## config.mk

```make
export PLATFORM = sky130hd
export DESIGN_NAME = indexed_doubly_linked_list
export DESIGN_NICKNAME = d
export VERILOG_FILES = /design/src/idll_pkg.sv /design/src/indexed_doubly_linked_list.sv /design/src/idll_ram.sv /design/src/idll_dp.sv /design/src/idll_ctrl.sv
export SDC_FILE = /design/constraint.sdc
export NUM_CORES = 1
export LEC_CHECK = 0
export BUFFER_PORTS_ARGS = -buffer_cell sky130_fd_sc_hd__buf_2
export CAP_MARGIN = 10
export CELL_PAD_IN_SITES_DETAIL_PLACEMENT = 1
export CELL_PAD_IN_SITES_GLOBAL_PLACEMENT = 1
export CORE_MARGIN = 2
export CORE_UTILIZATION = 35
export CTS_CLUSTER_DIAMETER = 150
export DETAILED_ROUTE_END_ITERATION = 10
export GPL_TIMING_DRIVEN = 0
export PLACE_DENSITY_LB_ADDON = 0.1
export SLEW_MARGIN = 20
export SYNTH_ARGS = -nofsm -noshare
export SYNTH_HDL_FRONTEND = slang
export SYNTH_SLANG_ARGS = --single-unit
```

## constraint.sdc

```tcl
create_clock -name clk -period 11 [get_ports clk]
set_clock_uncertainty 0.05 [all_clocks]
set_input_delay 2.2 -clock clk [delete_from_list [all_inputs] [get_ports clk]]
set_output_delay 2.2 -clock clk [all_outputs]
set_load 0.05 [all_outputs]
```

## src/idll_pkg.sv

```systemverilog
// Shared types and codes for the indexed doubly linked list block.
// Used by the controller, the datapath and the top level; depends on nothing.
package idll_pkg;

    localparam int DATA_W   = 32;
    localparam int MODE_W   = 2;
    localparam int STATUS_W = 2;

    // Operation codes carried in the mode field
    localparam logic [MODE_W-1:0] MODE_INS_FRONT = 2'd0;
    localparam logic [MODE_W-1:0] MODE_INS_END   = 2'd1;
    localparam logic [MODE_W-1:0] MODE_DEL_FRONT = 2'd2;
    localparam logic [MODE_W-1:0] MODE_DUMP      = 2'd3;

    // Result status codes
    localparam logic [STATUS_W-1:0] STAT_OK    = 2'd0;
    localparam logic [STATUS_W-1:0] STAT_FULL  = 2'd1;
    localparam logic [STATUS_W-1:0] STAT_EMPTY = 2'd2;

    // Read address select for the node memories
    typedef logic [1:0] rd_sel_t;
    localparam rd_sel_t RD_FREE = 2'd0;
    localparam rd_sel_t RD_HEAD = 2'd1;
    localparam rd_sel_t RD_WALK = 2'd2;

    // Commands from controller to datapath
    typedef struct packed {
        logic                clr;
        logic                load;
        logic                pop;
        logic                link;
        logic                del;
        logic                emit;
        logic                respond;
        logic [STATUS_W-1:0] resp_status;
        rd_sel_t             rd_sel;
    } cmd_t;

    // Status from datapath to controller
    typedef struct packed {
        logic head_null;
        logic free_null;
        logic clr_last;
        logic last;
    } stat_t;

endpackage

```

## src/indexed_doubly_linked_list.sv

```systemverilog
// Indexed doubly linked list: a store of NODE_COUNT nodes kept as a list plus a free
// chain, taking insert at front, insert at end, delete front and dump requests. After
// reset the block runs a clearing pass over the NODE_COUNT nodes that builds the free
// chain (req_ready stays low meanwhile). A tail pointer makes both inserts constant
// time: an insert pops a node off the free chain, then links it; a delete unlinks the
// head; a full store or empty list is answered straight from idle. A dump reads one
// node per stored value and hands each out through the result register handshake
// before reading the next. Items are worked one at a time; each result word waits
// in an output register until taken. Depends on idll_pkg, idll_ctrl, idll_dp and idll_ram.
module indexed_doubly_linked_list #(
    parameter int NODE_COUNT = 16
) (
    input  logic                                  clk,
    input  logic                                  rst_n,
    input  logic                                  req_valid,
    output logic                                  req_ready,
    input  logic [idll_pkg::MODE_W-1:0]           mode,
    input  logic signed [idll_pkg::DATA_W-1:0]    value,
    output logic                                  rsp_valid,
    input  logic                                  rsp_ready,
    output logic [idll_pkg::STATUS_W-1:0]         status,
    output logic signed [idll_pkg::DATA_W-1:0]    item,
    output logic                                  last
);
    import idll_pkg::*;

    cmd_t  cmd;
    stat_t stat;

    idll_ctrl u_ctrl (
        .clk       (clk),
        .rst_n     (rst_n),
        .req_valid (req_valid),
        .req_ready (req_ready),
        .mode      (mode),
        .rsp_valid (rsp_valid),
        .rsp_ready (rsp_ready),
        .cmd       (cmd),
        .stat      (stat)
    );

    idll_dp #(.NODE_COUNT(NODE_COUNT)) u_dp (
        .clk    (clk),
        .rst_n  (rst_n),
        .cmd    (cmd),
        .stat   (stat),
        .mode   (mode),
        .value  (value),
        .status (status),
        .item   (item),
        .last   (last)
    );

endmodule

```

## src/idll_ram.sv

```systemverilog
// Generic single-write, single-read memory with registered read data.
// Standalone; used for the node value, back link and forward link stores.
module idll_ram #(
    parameter int WIDTH = 32,
    parameter int DEPTH = 16
) (
    input  logic                     clk,
    input  logic                     we,
    input  logic [$clog2(DEPTH)-1:0] waddr,
    input  logic [WIDTH-1:0]         wdata,
    input  logic [$clog2(DEPTH)-1:0] raddr,
    output logic [WIDTH-1:0]         rdata
);

    logic [WIDTH-1:0] mem [DEPTH];

    // Write port
    always_ff @(posedge clk)
    begin
        if (we)
        begin
            mem[waddr] <= wdata;
        end
    end

    // Registered read port
    always_ff @(posedge clk)
    begin
        rdata <= mem[raddr];
    end

endmodule

```

## src/idll_dp.sv

```systemverilog
// Datapath: node memories, list and free-chain pointers, walk state and result word.
// Depends on idll_pkg and idll_ram; driven by commands from idll_ctrl.
module idll_dp #(
    parameter int NODE_COUNT = 16
) (
    input  logic                                  clk,
    input  logic                                  rst_n,
    input  idll_pkg::cmd_t                        cmd,
    output idll_pkg::stat_t                       stat,
    input  logic [idll_pkg::MODE_W-1:0]           mode,
    input  logic signed [idll_pkg::DATA_W-1:0]    value,
    output logic [idll_pkg::STATUS_W-1:0]         status,
    output logic signed [idll_pkg::DATA_W-1:0]    item,
    output logic                                  last
);
    import idll_pkg::*;

    localparam int LW = $clog2(NODE_COUNT + 1);
    localparam int AW = $clog2(NODE_COUNT);
    localparam logic [LW-1:0] NULL_LINK = LW'(NODE_COUNT);

    logic [LW-1:0]     head_reg, head_next;
    logic [LW-1:0]     tail_reg, tail_next;
    logic [LW-1:0]     free_head_reg, free_head_next;
    logic [LW-1:0]     walk_reg, walk_next;
    logic [LW-1:0]     count_reg, count_next;
    logic [AW-1:0]     clr_idx_reg;
    logic [MODE_W-1:0] mode_reg;
    logic [DATA_W-1:0] value_reg;
    logic [LW-1:0]     node_reg;
    logic [LW-1:0]     link_reg;

    logic [AW-1:0]     raddr;
    logic [DATA_W-1:0] val_rd;
    logic [LW-1:0]     fwd_rd;
    logic [LW-1:0]     back_rd;

    logic              val_we, fwd_we, back_we;
    logic [AW-1:0]     val_waddr, fwd_waddr, back_waddr;
    logic [LW-1:0]     fwd_wdata, back_wdata;

    logic [LW-1:0]     nx;
    logic              nx_is_node;
    logic              head_null, free_null, link_is_node, fin;

    assign head_null    = (head_reg >= NULL_LINK);
    assign free_null    = (free_head_reg >= NULL_LINK);
    assign link_is_node = (link_reg < NULL_LINK);
    assign nx_is_node   = (fwd_rd < NULL_LINK);
    assign nx           = nx_is_node ? fwd_rd : NULL_LINK;
    assign fin          = !nx_is_node || (count_reg == LW'(NODE_COUNT - 1));

    assign stat.head_null = head_null;
    assign stat.free_null = free_null;
    assign stat.clr_last  = (clr_idx_reg == AW'(NODE_COUNT - 1));
    assign stat.last      = last;

    // Select the node read by all three memories
    always_comb
    begin
        unique case (cmd.rd_sel)
            RD_FREE: raddr = free_head_reg[AW-1:0];
            RD_HEAD: raddr = head_reg[AW-1:0];
            default: raddr = walk_reg[AW-1:0];
        endcase
    end

    // Value store writes
    assign val_we    = cmd.pop;
    assign val_waddr = free_head_reg[AW-1:0];

    // Forward link writes: clearing pass, new node, tail append, freed head
    always_comb
    begin
        fwd_we    = 1'b0;
        fwd_waddr = clr_idx_reg;
        fwd_wdata = LW'(clr_idx_reg) + LW'(1);
        if (cmd.clr)
        begin
            fwd_we = 1'b1;
        end
        else if (cmd.pop)
        begin
            fwd_we    = 1'b1;
            fwd_waddr = free_head_reg[AW-1:0];
            fwd_wdata = (mode_reg == MODE_INS_FRONT) ? head_reg : NULL_LINK;
        end
        else if (cmd.link && mode_reg == MODE_INS_END && link_is_node)
        begin
            fwd_we    = 1'b1;
            fwd_waddr = link_reg[AW-1:0];
            fwd_wdata = node_reg;
        end
        else if (cmd.del)
        begin
            fwd_we    = 1'b1;
            fwd_waddr = head_reg[AW-1:0];
            fwd_wdata = free_head_reg;
        end
    end

    // Back link writes: new node, old head, new head after delete
    always_comb
    begin
        back_we    = 1'b0;
        back_waddr = free_head_reg[AW-1:0];
        back_wdata = NULL_LINK;
        if (cmd.pop)
        begin
            back_we    = 1'b1;
            back_wdata = (mode_reg == MODE_INS_FRONT || head_null) ? NULL_LINK : tail_reg;
        end
        else if (cmd.link && mode_reg == MODE_INS_FRONT && link_is_node)
        begin
            back_we    = 1'b1;
            back_waddr = link_reg[AW-1:0];
            back_wdata = node_reg;
        end
        else if (cmd.del && nx_is_node)
        begin
            back_we    = 1'b1;
            back_waddr = nx[AW-1:0];
        end
    end

    idll_ram #(.WIDTH(DATA_W), .DEPTH(NODE_COUNT)) u_val_ram (
        .clk   (clk),
        .we    (val_we),
        .waddr (val_waddr),
        .wdata (value_reg),
        .raddr (raddr),
        .rdata (val_rd)
    );

    idll_ram #(.WIDTH(LW), .DEPTH(NODE_COUNT)) u_fwd_ram (
        .clk   (clk),
        .we    (fwd_we),
        .waddr (fwd_waddr),
        .wdata (fwd_wdata),
        .raddr (raddr),
        .rdata (fwd_rd)
    );

    idll_ram #(.WIDTH(LW), .DEPTH(NODE_COUNT)) u_back_ram (
        .clk   (clk),
        .we    (back_we),
        .waddr (back_waddr),
        .wdata (back_wdata),
        .raddr (raddr),
        .rdata (back_rd)
    );

    // Pointer and walk updates
    always_comb
    begin
        head_next      = head_reg;
        tail_next      = tail_reg;
        free_head_next = free_head_reg;
        walk_next      = walk_reg;
        count_next     = count_reg;
        if (cmd.load)
        begin
            walk_next  = head_reg;
            count_next = '0;
        end
        if (cmd.pop)
        begin
            free_head_next = nx;
            if (mode_reg == MODE_INS_FRONT || head_null)
            begin
                head_next = free_head_reg;
            end
            if (mode_reg == MODE_INS_END || head_null)
            begin
                tail_next = free_head_reg;
            end
        end
        if (cmd.del)
        begin
            head_next      = nx;
            free_head_next = head_reg;
            if (!nx_is_node)
            begin
                tail_next = NULL_LINK;
            end
        end
        if (cmd.emit)
        begin
            walk_next  = nx;
            count_next = count_reg + LW'(1);
        end
    end

    always_ff @(posedge clk or negedge rst_n)
    begin
        if (!rst_n)
        begin
            head_reg      <= NULL_LINK;
            tail_reg      <= NULL_LINK;
            free_head_reg <= '0;
            walk_reg      <= NULL_LINK;
            count_reg     <= '0;
            clr_idx_reg   <= '0;
        end
        else
        begin
            head_reg      <= head_next;
            tail_reg      <= tail_next;
            free_head_reg <= free_head_next;
            walk_reg      <= walk_next;
            count_reg     <= count_next;
            if (cmd.clr)
            begin
                clr_idx_reg <= clr_idx_reg + AW'(1);
            end
        end
    end

    // Latch the input word, the node taken and its neighbor, and the result word
    always_ff @(posedge clk)
    begin
        if (cmd.load)
        begin
            mode_reg  <= mode;
            value_reg <= value;
        end
        if (cmd.pop)
        begin
            node_reg <= free_head_reg;
            link_reg <= (mode_reg == MODE_INS_FRONT) ? head_reg :
                        (head_null ? NULL_LINK : tail_reg);
        end
        if (cmd.respond)
        begin
            status <= cmd.resp_status;
            item   <= '0;
            last   <= 1'b1;
        end
        else if (cmd.emit)
        begin
            status <= STAT_OK;
            item   <= val_rd;
            last   <= fin;
        end
    end

    // Head and tail are empty together
    a_head_tail: assert property (@(posedge clk) disable iff (!rst_n)
        (head_reg >= NULL_LINK) == (tail_reg >= NULL_LINK))
        else $error("head and tail disagree on empty list");

    // The list head is never also the head of the free chain
    a_head_free: assert property (@(posedge clk) disable iff (!rst_n)
        !head_null |-> head_reg != free_head_reg)
        else $error("list head equals free head");

    // The first node of a dump has no back link
    a_head_back: assert property (@(posedge clk) disable iff (!rst_n)
        cmd.emit && count_reg == '0 |-> back_rd == NULL_LINK)
        else $error("head node has a back link");

endmodule

```

## src/idll_ctrl.sv

```systemverilog
// Controller state machine: dispatch on mode, sequence memory steps, hold results.
// Depends on idll_pkg; drives the command struct of idll_dp.
module idll_ctrl (
    input  logic                        clk,
    input  logic                        rst_n,
    input  logic                        req_valid,
    output logic                        req_ready,
    input  logic [idll_pkg::MODE_W-1:0] mode,
    output logic                        rsp_valid,
    input  logic                        rsp_ready,
    output idll_pkg::cmd_t              cmd,
    input  idll_pkg::stat_t             stat
);
    import idll_pkg::*;

    localparam logic [2:0] S_CLEAR = 3'd0;
    localparam logic [2:0] S_IDLE  = 3'd1;
    localparam logic [2:0] S_POP   = 3'd2;
    localparam logic [2:0] S_LINK  = 3'd3;
    localparam logic [2:0] S_DEL   = 3'd4;
    localparam logic [2:0] S_DUMP  = 3'd5;
    localparam logic [2:0] S_RESP  = 3'd6;

    logic [2:0] state_reg, state_next;

    assign req_ready = (state_reg == S_IDLE);
    assign rsp_valid = (state_reg == S_RESP);

    // Next state and commands
    always_comb
    begin
        state_next      = state_reg;
        cmd             = '0;
        cmd.rd_sel      = RD_WALK;
        cmd.resp_status = STAT_OK;
        unique case (state_reg)
            S_CLEAR:
            begin
                cmd.clr = 1'b1;
                if (stat.clr_last)
                begin
                    state_next = S_IDLE;
                end
            end
            S_IDLE:
            begin
                if (req_valid)
                begin
                    cmd.load = 1'b1;
                    unique case (mode) inside
                        MODE_INS_FRONT, MODE_INS_END:
                        begin
                            if (stat.free_null)
                            begin
                                cmd.respond     = 1'b1;
                                cmd.resp_status = STAT_FULL;
                                state_next      = S_RESP;
                            end
                            else
                            begin
                                cmd.rd_sel = RD_FREE;
                                state_next = S_POP;
                            end
                        end
                        MODE_DEL_FRONT, MODE_DUMP:
                        begin
                            if (stat.head_null)
                            begin
                                cmd.respond     = 1'b1;
                                cmd.resp_status = STAT_EMPTY;
                                state_next      = S_RESP;
                            end
                            else
                            begin
                                cmd.rd_sel = RD_HEAD;
                                state_next = (mode == MODE_DUMP) ? S_DUMP : S_DEL;
                            end
                        end
                        default:
                        begin
                            state_next = S_IDLE;
                        end
                    endcase
                end
            end
            S_POP:
            begin
                cmd.pop    = 1'b1;
                state_next = S_LINK;
            end
            S_LINK:
            begin
                cmd.link    = 1'b1;
                cmd.respond = 1'b1;
                state_next  = S_RESP;
            end
            S_DEL:
            begin
                cmd.del     = 1'b1;
                cmd.respond = 1'b1;
                state_next  = S_RESP;
            end
            S_DUMP:
            begin
                cmd.emit   = 1'b1;
                state_next = S_RESP;
            end
            S_RESP:
            begin
                if (rsp_ready)
                begin
                    // advance the dump walk unless this was the final word
                    cmd.rd_sel = RD_WALK;
                    state_next = stat.last ? S_IDLE : S_DUMP;
                end
            end
            default:
            begin
                state_next = S_IDLE;
            end
        endcase
    end

    always_ff @(posedge clk or negedge rst_n)
    begin
        if (!rst_n)
        begin
            state_reg <= S_CLEAR;
        end
        else
        begin
            state_reg <= state_next;
        end
    end

    // Never take a request while a result is pending
    a_no_overlap: assert property (@(posedge clk) disable iff (!rst_n)
        !(req_ready && rsp_valid))
        else $error("request taken while result pending");

    // The final result of an item frees the block for the next one
    a_last_idle: assert property (@(posedge clk) disable iff (!rst_n)
        rsp_valid && rsp_ready && stat.last |=> req_ready)
        else $error("block not idle after final result");

    // A result word that is not the final one continues the dump walk
    a_more_dump: assert property (@(posedge clk) disable iff (!rst_n)
        rsp_valid && rsp_ready && !stat.last |=> state_reg == S_DUMP)
        else $error("dump walk did not continue");

endmodule
```

After elaboration in Yosys (flattened, before gate mapping)
Memories as Yosys holds them, arrays and structs flattened. A register that Yosys moved wholly into a read port is not among the register bits.
Index checks and enable logic that the tools add are counted.
{"block": "op_classes", "addsub": 3, "order_cmp": 4, "n_eq_ne": 16, "muxes": 61, "reduce_logical": 20}
{"op": "$mux 5", "n": 20}
{"op": "$mux 3", "n": 8}
{"op": "$mux 4", "n": 6}
{"op": "$mux 1", "n": 16}
{"op": "$pmux 3 s5", "n": 1}
{"op": "$mux 2", "n": 6}
{"op": "$ge 5x5->1 const B", "n": 2}
{"op": "$lt 5x5->1 const B", "n": 2}
{"op": "$pmux 5 s2", "n": 1}
{"op": "$eq 3x3->1 const B", "n": 3}
{"op": "$pmux 4 s2", "n": 1}
{"op": "$reduce_bool 2->1", "n": 4}
{"op": "$eq 2x1->1 const B", "n": 3}
{"op": "$eq 3x2->1 const B", "n": 2}
{"op": "$logic_not 2->1", "n": 3}
{"op": "$pmux 3 s2", "n": 1}
{"op": "$reduce_or 2->1", "n": 3}
{"op": "$add 4x1->5 const B", "n": 1}
{"op": "$add 5x1->5 const B", "n": 1}
{"op": "$eq 5x4->1 const B", "n": 1}
{"op": "$add 4x1->4 const B", "n": 1}
{"op": "$eq 2x2->1 const B", "n": 2}
{"op": "$eq 4x4->1 const B", "n": 1}
{"op": "$ne 2x2->1 const B", "n": 2}
{"op": "other kinds (10)", "n": 13}
{"block": "word_totals", "regBits": 110, "ram_bits": 592, "input_bits": 38, "word_cells": 120, "memories": 2}
{"name": "u_dp.u_val_ram.mem", "depth": 16, "word_bits": 32, "rd": 1, "rd_clocked_by_memory_dff": 1, "write_ports": 1, "line_no": "idll_ram.sv:15", "rtl": "logic [WIDTH-1:0] mem [DEPTH];"}
{"name": "u_dp.u_fwd_ram.mem", "depth": 16, "word_bits": 5, "rd": 1, "rd_clocked_by_memory_dff": 1, "write_ports": 1, "line_no": "idll_ram.sv:15"}

Longest topological paths before layout
Gate-level depths: netlist (run 1).
{"block": "logic_depth", "word_depth": 9, "depth_mapped": 10, "ltp_nobuf": 8}

By module
From an unflattened synthesis (run 1), not the netlist that was laid out.
{"block": "unflattened", "hier_cells": 1413, "area_unflattened_um2": 27853.0}
{"mod": "idll_ram (u_dp.u_val_ram)", "instances": 1, "cells_per_inst": 838, "area_per_inst_um2": 19854.0}
{"mod": "idll_dp", "instances": 1, "cells_per_inst": 380, "area_per_inst_um2": 4474.3}
{"mod": "idll_ram (u_dp.u_fwd_ram)", "instances": 1, "cells_per_inst": 155, "area_per_inst_um2": 3213.1}
{"mod": "idll_ctrl", "instances": 1, "cells_per_inst": 40, "area_per_inst_um2": 311.5}

Worst setup path before layout (run 1)
No wires, ideal clock.
{"block": "synth_timing", "path_type": "flip-flop to flip-flop", "from": "register u_ctrl.state_reg[1]", "to": "memory u_dp.u_val_ram.mem[3][0], enable pin", "setup_time_ps": 461, "t_arrival_ps": 3983, "path_slack_ps": 6507, "path_stages_with_launch": 8, "path_cell_list": "dfrtp_1 -> buf_2 -> or3b_2 -> clkbuf_1 -> inv_2 -> buf_2 -> nand3_1 -> nor3_1"}
{"block": "synth_between", "elab_chain_len": 4}
{"element": "start: declaration", "line_no": "idll_ctrl.sv:24", "rtl": "logic [2:0] state_reg, state_next;"}
{"element": "start signal: assignment", "line_no": "idll_ctrl.sv:132", "rtl": "state_reg <= state_next;"}
{"element": "$eq 3x2->1", "line_no": "idll_ctrl.sv:36", "rtl": "unique case (state_reg)"}
{"element": "$mux 1", "line_no": "idll_ctrl.sv:36"}
{"element": "$mux 1", "line_no": "idll_ram.sv:20", "rtl": "if (we)"}
{"element": "$mux 1 (not written as such)", "line_no": "idll_ram.sv:22", "rtl": "mem[waddr] <= wdata;"}
{"element": "end: declaration", "line_no": "idll_ram.sv:15"}
Every way passes these cells.

Worst setup path after layout (run 1)
{"block": "layout_timing", "from": "input req_valid", "to": "register u_dp.u_val_ram.rdata[21], read port of u_dp.u_val_ram.mem"}
{"block": "layout_between", "elab_chain_len": 4}
{"element": "start: declaration", "line_no": "indexed_doubly_linked_list.sv:15", "rtl": "input logic req_valid,"}
{"element": "$mux 5 (*)", "line_no": "idll_ctrl.sv:47", "rtl": "if (req_valid)"}
{"element": "$mux 2 (*)"}
{"element": "$eq 2x1->1 or $logic_not 2->1 (tied branches)", "line_no": "idll_dp.sv:61", "rtl": "unique case (cmd.rd_sel)"}
{"element": "$pmux 4 s2 (*)", "line_no": "idll_dp.sv:61"}
{"element": "end: declaration", "line_no": "idll_ram.sv:12", "rtl": "output logic [WIDTH-1:0] rdata"}
Every way passes the cells marked *; elsewhere a longest branch is shown, timed or not.
A chain may end at the register's enable or synchronous reset.

==> run_summary.xml, run 1 <==
<?xml version="1.0" encoding="UTF-8"?>
<metrics>
  <group name="timing">
    <metric name="period_minus_slack" unit="ns">4.81</metric>
    <metric name="rsz0062_at_grt" unit="">false</metric>
    <metric name="period_share" unit="">0.437</metric>
    <metric name="fin_setup_tns" unit="ns">0</metric>
    <metric name="hold_violations" unit="">0</metric>
    <metric name="setup_violations" unit="">0</metric>
    <metric name="worstMarginPinSlew" unit="ns">1.05</metric>
    <metric name="timing.max_slew.rel_slack" unit="">0.301</metric>
    <metric name="timing.final.max_slew_violations" unit="">0</metric>
    <metric name="fmax" unit="MHz">208</metric>
  </group>
  <group name="layout">
    <metric name="nNetsFinal" unit="">1773</metric>
    <metric name="syn2layout_area_growth" unit="%">18.5</metric>
    <metric name="layout-drive-gt1-share" unit="">0.256</metric>
    <metric name="fin_cells" unit="">2862</metric>
    <metric name="diodes_inserted" unit="">0</metric>
    <metric name="layout_top_registers" unit="">u_dp.u_val_ram.mem (512), u_dp.u_fwd_ram.mem (80)</metric>
    <metric name="largest_register_ffs" unit="">512</metric>
    <metric name="max_flop_register" unit="">u_dp.u_val_ram.mem</metric>
  </group>
  <group name="route">
    <metric name="drt_drc_violations_left" unit="">0</metric>
    <metric name="drt_iter0_markers" unit="">1154</metric>
    <metric name="detailroute.via_count" unit="">15000</metric>
    <metric name="drt_first_pass_iters" unit="">5</metric>
    <metric name="route.layer.met1.wl" unit="µm">35300</metric>
    <metric name="viasPerCell" unit="">5.24</metric>
    <metric name="detailroute.wirelength.met2" unit="µm">37700</metric>
    <metric name="drt-total-wl" unit="µm">77700</metric>
    <metric name="routed.top_layer" unit="">met4</metric>
    <metric name="wl_per_cell" unit="µm">27.2</metric>
    <metric name="met3_wirelength" unit="µm">3070</metric>
    <metric name="route.antenna.remaining_nets" unit="">0</metric>
  </group>
  <group name="cts">
    <metric name="cts_tree" unit="">yes</metric>
    <metric name="cts_made_buffers" unit="">83</metric>
    <metric name="clockRootBuffer" unit="">sky130_fd_sc_hd__clkbuf_16</metric>
    <metric name="holdBufCountCts" unit="">0</metric>
    <metric name="ctsLongestPathBuffers" unit="">3</metric>
    <metric name="cts.reportedPaths.clkPinSlew" unit="ns">0.06</metric>
    <metric name="clk_sink_count" unit="">739</metric>
    <metric name="postCtsSetupRepairBufs" unit="">0</metric>
    <metric name="cts_max_level" unit="">3</metric>
    <metric name="clk_latency_worst_skew_pair" unit="ns">0.64</metric>
    <metric name="post_cts_resize_count" unit="">0</metric>
  </group>
  <group name="setup_path">
    <metric name="worstPathBufferInverterCount" unit="">4</metric>
    <metric name="critPathRequiredTime" unit="ns">11.48</metric>
    <metric name="critical_path.top_delay_family" unit="">buffers and inverters</metric>
    <metric name="critPathLaunch" unit="">req_valid</metric>
    <metric name="reg_to_reg_end" unit="">u_dp.u_val_ram.mem[3][15]</metric>
    <metric name="crit_type" unit="">input port to register</metric>
    <metric name="timing.rr.start" unit="">u_ctrl.state_reg[1]</metric>
    <metric name="sequence_of_cells_on_the_critical_path" unit="">buf_2, nand3_4, inv_6, nand2_4, nor2_1, a21o_1, clkbuf_1, clkbuf_1, nand3_1, nand4_1</metric>
    <metric name="timing.critical_path.slowest_stage_cell" unit="">sky130_fd_sc_hd__clkbuf_1</metric>
    <metric name="r2r_cells" unit="">10</metric>
    <metric name="crit_path_end_kind" unit="">register</metric>
    <metric name="cp.arrival" unit="ns">5.29</metric>
    <metric name="critical_path.startpoint_type" unit="">input port</metric>
    <metric name="most_frequent_cp_cell" unit="">sky130_fd_sc_hd__clkbuf_1</metric>
    <metric name="slowest_delay" unit="ns">0.72</metric>
    <metric name="setup.reg_to_reg.worst_slack" unit="ns">6.81</metric>
    <metric name="timing.critical_path.fanout_max" unit="">43</metric>
  </group>
  <group name="floorplanning">
    <metric name="placement_rows" unit="">104</metric>
    <metric name="dieWidth" unit="µm">288</metric>
    <metric name="fp.dieH" unit="µm">288</metric>
    <metric name="design.portCount" unit="">75</metric>
    <metric name="floorplan.core_area" unit="µm²">80200</metric>
    <metric name="die-area" unit="µm²">82800</metric>
    <metric name="starting_density_of_the_core" unit="">0.351</metric>
  </group>
  <group name="min_path">
    <metric name="hold_start" unit="">u_dp.u_val_ram.rdata[20]</metric>
    <metric name="worst_hold_depth" unit="">2</metric>
    <metric name="timing.hold.worst_endpoint" unit="">u_dp.item[20]</metric>
    <metric name="path_category_of_the_worst_min_delay_check" unit="">register to register</metric>
  </group>
  <group name="yosys">
    <metric name="synth-seq-area-share" unit="">0.757</metric>
    <metric name="synth_top_area_frac" unit="">0.680</metric>
    <metric name="post_synth_num_cell_types" unit="">62</metric>
    <metric name="synth.net_count" unit="">1569</metric>
    <metric name="synth_enable_flop_cells" unit="">638</metric>
    <metric name="netlist_top_cells_count" unit="">sky130_fd_sc_hd__edfxtp_1, sky130_fd_sc_hd__nand3_1, sky130_fd_sc_hd__mux4_2</metric>
    <metric name="postSynthCellCount" unit="">1528</metric>
    <metric name="synthesis.area_per_instance" unit="µm²">18.4</metric>
    <metric name="synthTopCellsByArea" unit="">sky130_fd_sc_hd__edfxtp_1, sky130_fd_sc_hd__mux4_2, sky130_fd_sc_hd__dfxtp_1</metric>
    <metric name="synth_top_cell_by_area" unit="">sky130_fd_sc_hd__edfxtp_1</metric>
    <metric name="top_reg_cell_synth" unit="">sky130_fd_sc_hd__edfxtp_1</metric>
    <metric name="post_synth_instance_area" unit="µm²">28200</metric>
    <metric name="synth_warnings" unit="">0</metric>
    <metric name="synth.ff_latch_count" unit="">739</metric>
    <metric name="synth-async-reset-ratio" unit="">0.0419</metric>
    <metric name="synth.most_common_cell" unit="">sky130_fd_sc_hd__edfxtp_1</metric>
  </group>
  <group name="job">
    <metric name="max-cap-violations" unit="">0</metric>
  </group>
  <group name="global_routing">
    <metric name="globalRoute.totalOverflow" unit="">0</metric>
    <metric name="grt_antenna_before_repair" unit="">0</metric>
    <metric name="grt_first_pass_wirelength" unit="µm">114000</metric>
    <metric name="gr_util_all_layers" unit="">0.192</metric>
    <metric name="grt_start_max_net_pins" unit="">44</metric>
    <metric name="grt_pass1_vias" unit="">16100</metric>
  </group>
  <group name="placed_design">
    <metric name="gp_routability_congestion" unit="">0.762</metric>
    <metric name="count_of_buffers_inserted_at_the_top_level_ports" unit="">74</metric>
    <metric name="place.detailed.instances" unit="">2707</metric>
    <metric name="hpwl" unit="µm">51600</metric>
  </group>
  <group name="pwr">
    <metric name="power.density_cell_area" unit="nW/µm²">277</metric>
    <metric name="vdd.ir_drop.worst" unit="V">0.000132</metric>
    <metric name="power.static_leakage" unit="µW">0.0110</metric>
    <metric name="post-layout-total-power" unit="µW">9230</metric>
  </group>
  <group name="outcome">
    <metric name="status" unit="">completed</metric>
  </group>
</metrics>
worst max path at each step:
stage,to,slack (ns),cells past startpoint
2_1_floorplan,u_dp.u_val_ram.mem[3][0],6.51,7
3_3_place_gp,u_dp.u_val_ram.mem[3][15],3.02,7
3_5_place_dp,u_dp.u_val_ram.rdata[22],5.41,9
4_1_cts,u_dp.u_val_ram.rdata[22],6.08,9
5_1_grt,u_dp.u_val_ram.rdata[13],5.98,9
6_report,u_dp.u_val_ram.rdata[21],6.19,10
power breakdown:
| part | switching [µW] | total (µW) | internal (µW) |
|---|---|---|---|
| clock | 1150 | 2710 | 1560 |
| combinational | 1820 | 2870 | 1050 |
| sequential | 164 | 3650 | 3490 |
| total | 3130 | 9230 | 6100 |
final cells by class:
| cell class | count | area [µm²] |
|---|---|---|
| plain buffers | 95 | 594 |
| clock buffers | 117 | 2290 |
| clock inverters | 38 | 364 |
| fillers | 7902 | 46800 |
| inverters | 6 | 27.5 |
| multi-input cells | 688 | 6340 |
| flip-flops and latches | 739 | 21300 |
| well taps | 1060 | 1330 |
| repair buffers | 119 | 1100 |
worst reg2reg max path: stages, from the launching register on:
cell,delay [ns]
sky130_fd_sc_hd__dfrtp_1,0.37
sky130_fd_sc_hd__buf_2,0.22
sky130_fd_sc_hd__or3b_2,0.46
sky130_fd_sc_hd__clkbuf_1,0.26
sky130_fd_sc_hd__inv_2,0.25
sky130_fd_sc_hd__buf_2,0.43
sky130_fd_sc_hd__nand3_1,0.41
sky130_fd_sc_hd__nor3_2,0.72
sky130_fd_sc_hd__buf_4,0.33
sky130_fd_sc_hd__buf_4,0.19
sky130_fd_sc_hd__buf_4,0.19
per-stage QoR:
step	hold slack (ns)	utilization	cell area, µm²	setup slack (ns)
after global placement	0.375	0.373	29900	3.02
after global routing	0.394	0.417	33400	5.98
after detailed placement	0.379	0.383	30700	5.41
final	0.385	0.417	33400	6.19
after floorplan	0.367	-	28200	6.51
after CTS	0.388	0.417	33400	6.08
placed cells by master (no fill, tap or decap), drive strengths merged, types with 3 or more instances in the layout:
master	n
nor2b	7
nand3b	4
and3	4
edfxtp	638
bufinv	4
nor3	8
buf	166
xnor2	3
clkinv	29
nor2	51
a211oi	3
clkbuf	165
ha	3
inv	10
dfxtp	70
o211ai	3
nand2	111
o21ai	22
a21o	3
nor3b	5
mux2	4
nand4	37
a31oi	7
xor2	3
nand2b	8
mux2i	12
a22o	5
mux4	148
a21oi	51
nand3	162
dfrtp	29
or3	4
metal layers:
metal  GRT usage  vias up
met3      0.0274       95
li1            -     6534
met4      0.0540        0
met1       0.265     8062
met2       0.317      317
met5           0        -
cells by family after synthesis:
logic type / count (synthesis) / share of synthesized area
flops: 739 / 0.757
simple gates: 406 / 0.0698
mux: 164 / 0.125
compound gates: 109 / 0.0228
buf+inv: 101 / 0.0221
xor+xnor: 6 / 0.00187
fa+ha+maj: 3 / 0.00133
Power figures use the tool's default switching activity.
==> run 2, diff against run 1 <==
==> constraint.sdc (replaced) <==
create_clock -name clk -period 4.2 [get_ports clk]
set_clock_uncertainty 0.05 [all_clocks]
set_input_delay 0.84 -clock clk [delete_from_list [all_inputs] [get_ports clk]]
set_output_delay 0.84 -clock clk [all_outputs]
set_load 0.05 [all_outputs]
==> run 2 against run 1 <==
Compared with the run above:
- non-clock buffer count is 5 lower
- register-to-register slack got worse by 6.5 ns
- sequential share of layout area down 0.27 points
- via count is 0.40% lower
- combinational power increased to 2.6 times the previous value
- sequential cell count stayed put
- largest cell class unchanged
==> run_summary.xml, run 2 (synthesis results as in run 1) <==
<?xml version="1.0" encoding="UTF-8"?>
<metrics>
  <group name="route">
    <metric name="detailroute.via_count" unit="">14900</metric>
    <metric name="drt_iter0_markers" unit="">1075</metric>
    <metric name="drt-total-wl" unit="µm">79100</metric>
    <metric name="wl_per_cell" unit="µm">27.7</metric>
    <metric name="route.antenna.remaining_nets" unit="">0</metric>
    <metric name="drt_drc_violations_left" unit="">0</metric>
    <metric name="drt_first_pass_iters" unit="">7</metric>
    <metric name="viasPerCell" unit="">5.23</metric>
  </group>
  <group name="layout">
    <metric name="fin_area" unit="µm²">33500</metric>
    <metric name="fin_cells" unit="">2859</metric>
    <metric name="syn2layout_area_growth" unit="%">19.0</metric>
    <metric name="largest_register_ffs" unit="">512</metric>
    <metric name="layout-drive-gt1-share" unit="">0.261</metric>
    <metric name="most_frequent_cells_in_the_layout" unit="">sky130_fd_sc_hd__edfxtp_1, sky130_fd_sc_hd__nand3_1, sky130_fd_sc_hd__mux4_2</metric>
    <metric name="nNetsFinal" unit="">1769</metric>
    <metric name="max_flop_register" unit="">u_dp.u_val_ram.mem</metric>
    <metric name="layout_top_registers" unit="">u_dp.u_val_ram.mem (512), u_dp.u_fwd_ram.mem (80)</metric>
    <metric name="leading_cell_type_in_the_layout_fill_and_taps_excluded" unit="">sky130_fd_sc_hd__edfxtp_1</metric>
    <metric name="layout.core_utilization" unit="">0.418</metric>
  </group>
  <group name="pwr">
    <metric name="vdd.ir_drop.worst" unit="V">0.000309</metric>
    <metric name="power.density_cell_area" unit="nW/µm²">730</metric>
    <metric name="power.static_leakage" unit="µW">0.0110</metric>
    <metric name="post-layout-total-power" unit="µW">24500</metric>
  </group>
  <group name="cts">
    <metric name="clockRootBuffer" unit="">sky130_fd_sc_hd__clkbuf_16</metric>
    <metric name="cts.reportedPaths.clkPinSlew" unit="ns">0.06</metric>
    <metric name="holdBufCountCts" unit="">0</metric>
    <metric name="post_cts_resize_count" unit="">0</metric>
    <metric name="clk_latency_worst_skew_pair" unit="ns">0.64</metric>
    <metric name="clk_sink_count" unit="">739</metric>
    <metric name="cts_tree" unit="">yes</metric>
    <metric name="cts_max_level" unit="">3</metric>
    <metric name="ctsLongestPathBuffers" unit="">3</metric>
    <metric name="postCtsSetupRepairBufs" unit="">0</metric>
    <metric name="cts_made_buffers" unit="">84</metric>
  </group>
  <group name="setup_path">
    <metric name="critPathRequiredTime" unit="ns">4.68</metric>
    <metric name="critical_path.startpoint_type" unit="">register</metric>
    <metric name="cp.arrival" unit="ns">4.39</metric>
    <metric name="timing.critical_path.fanout_max" unit="">43</metric>
    <metric name="critPathLaunch" unit="">u_ctrl.state_reg[2]</metric>
    <metric name="crit_path_end_kind" unit="">register</metric>
    <metric name="timing.rr.start" unit="">u_ctrl.state_reg[2]</metric>
    <metric name="crit_type" unit="">register to register</metric>
  </group>
  <group name="floorplanning">
    <metric name="die-area" unit="µm²">82800</metric>
    <metric name="fp.dieH" unit="µm">288</metric>
    <metric name="starting_density_of_the_core" unit="">0.351</metric>
    <metric name="dieWidth" unit="µm">288</metric>
    <metric name="placement_rows" unit="">104</metric>
    <metric name="design.portCount" unit="">75</metric>
    <metric name="floorplan.core_area" unit="µm²">80200</metric>
  </group>
  <group name="timing">
    <metric name="final.setup.worst_slack" unit="ns">0.290</metric>
    <metric name="hold_violations" unit="">0</metric>
    <metric name="worstMarginPinSlew" unit="ns">1.03</metric>
    <metric name="timing.max_slew.rel_slack" unit="">0.308</metric>
    <metric name="setup_violations" unit="">0</metric>
    <metric name="period_share" unit="">0.931</metric>
    <metric name="period_minus_slack" unit="ns">3.91</metric>
    <metric name="fmax" unit="MHz">256</metric>
    <metric name="rsz0062_at_grt" unit="">false</metric>
    <metric name="timing.final.max_slew_violations" unit="">0</metric>
  </group>
  <group name="placed_design">
    <metric name="pre_cts_ws" unit="ns">0.00800</metric>
    <metric name="detailed_place.area" unit="µm²">30800</metric>
    <metric name="gp_routability_congestion" unit="">0.758</metric>
    <metric name="hpwl" unit="µm">51800</metric>
    <metric name="count_of_buffers_inserted_at_the_top_level_ports" unit="">74</metric>
    <metric name="place.detailed.instances" unit="">2702</metric>
  </group>
  <group name="job">
    <metric name="max-cap-violations" unit="">0</metric>
  </group>
  <group name="global_routing">
    <metric name="grt_start_max_net_pins" unit="">44</metric>
    <metric name="grt_antenna_before_repair" unit="">2</metric>
    <metric name="globalRoute.totalOverflow" unit="">0</metric>
    <metric name="grt_pass1_vias" unit="">16100</metric>
    <metric name="gr_util_all_layers" unit="">0.195</metric>
    <metric name="grt_first_pass_wirelength" unit="µm">115000</metric>
  </group>
  <group name="min_path">
    <metric name="path_category_of_the_worst_min_delay_check" unit="">input port to async pin</metric>
  </group>
  <group name="outcome">
    <metric name="status" unit="">completed</metric>
  </group>
</metrics>
==> run 2: critical path, stage by stage (launching register included) <==
cell and delay, ns:
sky130_fd_sc_hd__dfrtp_1 0.44, sky130_fd_sc_hd__nor2_2 0.20, sky130_fd_sc_hd__nand3_4 0.18, sky130_fd_sc_hd__inv_6 0.53, sky130_fd_sc_hd__nand2_4 0.20, sky130_fd_sc_hd__a21oi_1 0.43, sky130_fd_sc_hd__clkbuf_1 0.62, sky130_fd_sc_hd__clkbuf_1 0.71
sky130_fd_sc_hd__nand3_1 0.18, sky130_fd_sc_hd__nand4_1 0.24
==> run 2: metrics by stage <==
stage | hold slack [ns] | TNS (ns)
after floorplan | 0.367 | 0
after global placement | 0.374 | -913.02
after detailed placement | 0.379 | 0
after CTS | 0.268 | 0
after global routing | 0.301 | 0
final | 0.268 | 0
==> run 2: final cells by class <==
type	count	area (µm²)
antenna	1	2.50
buffer	95	594
clock buffer	105	2270
clock inverter	51	485
fill	7797	46600
inverter	6	27.5
multi-input combinational	688	6360
sequential	739	21300
tap	1060	1330
timing repair buffer	114	1120
==> run 2: where the power goes <==
| part | internal [µW] | leakage, µW | total (µW) | switching (µW) |
|---|---|---|---|---|
| Clock | 4240 | 0.00137 | 7290 | 3050 |
| Sequential | 9140 | 0.00673 | 9570 | 434 |
| Combinational | 2770 | 0.00294 | 7600 | 4830 |
==> run 2: path summary, 6_finish.rpt <==
check / end / slack (ns) / cells after the start
hold / removal: u_ctrl.state_reg[0] / 0.27 / 1
hold reg to reg: u_dp.item[4] / 0.38 / 2
setup reg to reg: u_dp.u_val_ram.rdata[22] / 0.29 / 9
setup / recovery: u_dp.u_val_ram.rdata[22] / 0.29 / 9
max in group asynchronous: u_dp.walk_reg[1] / 3.30 / 1
min in group clk: u_dp.value_reg[4] / 0.33 / 1
==> run 2: layer usage <==
layer,track usage,vias up,wire length (µm)
met5,0,-,0
met4,0.0535,0,1610
met3,0.0316,103,3310
met2,0.321,313,38700
met1,0.268,7998,35500
li1,-,6534,-
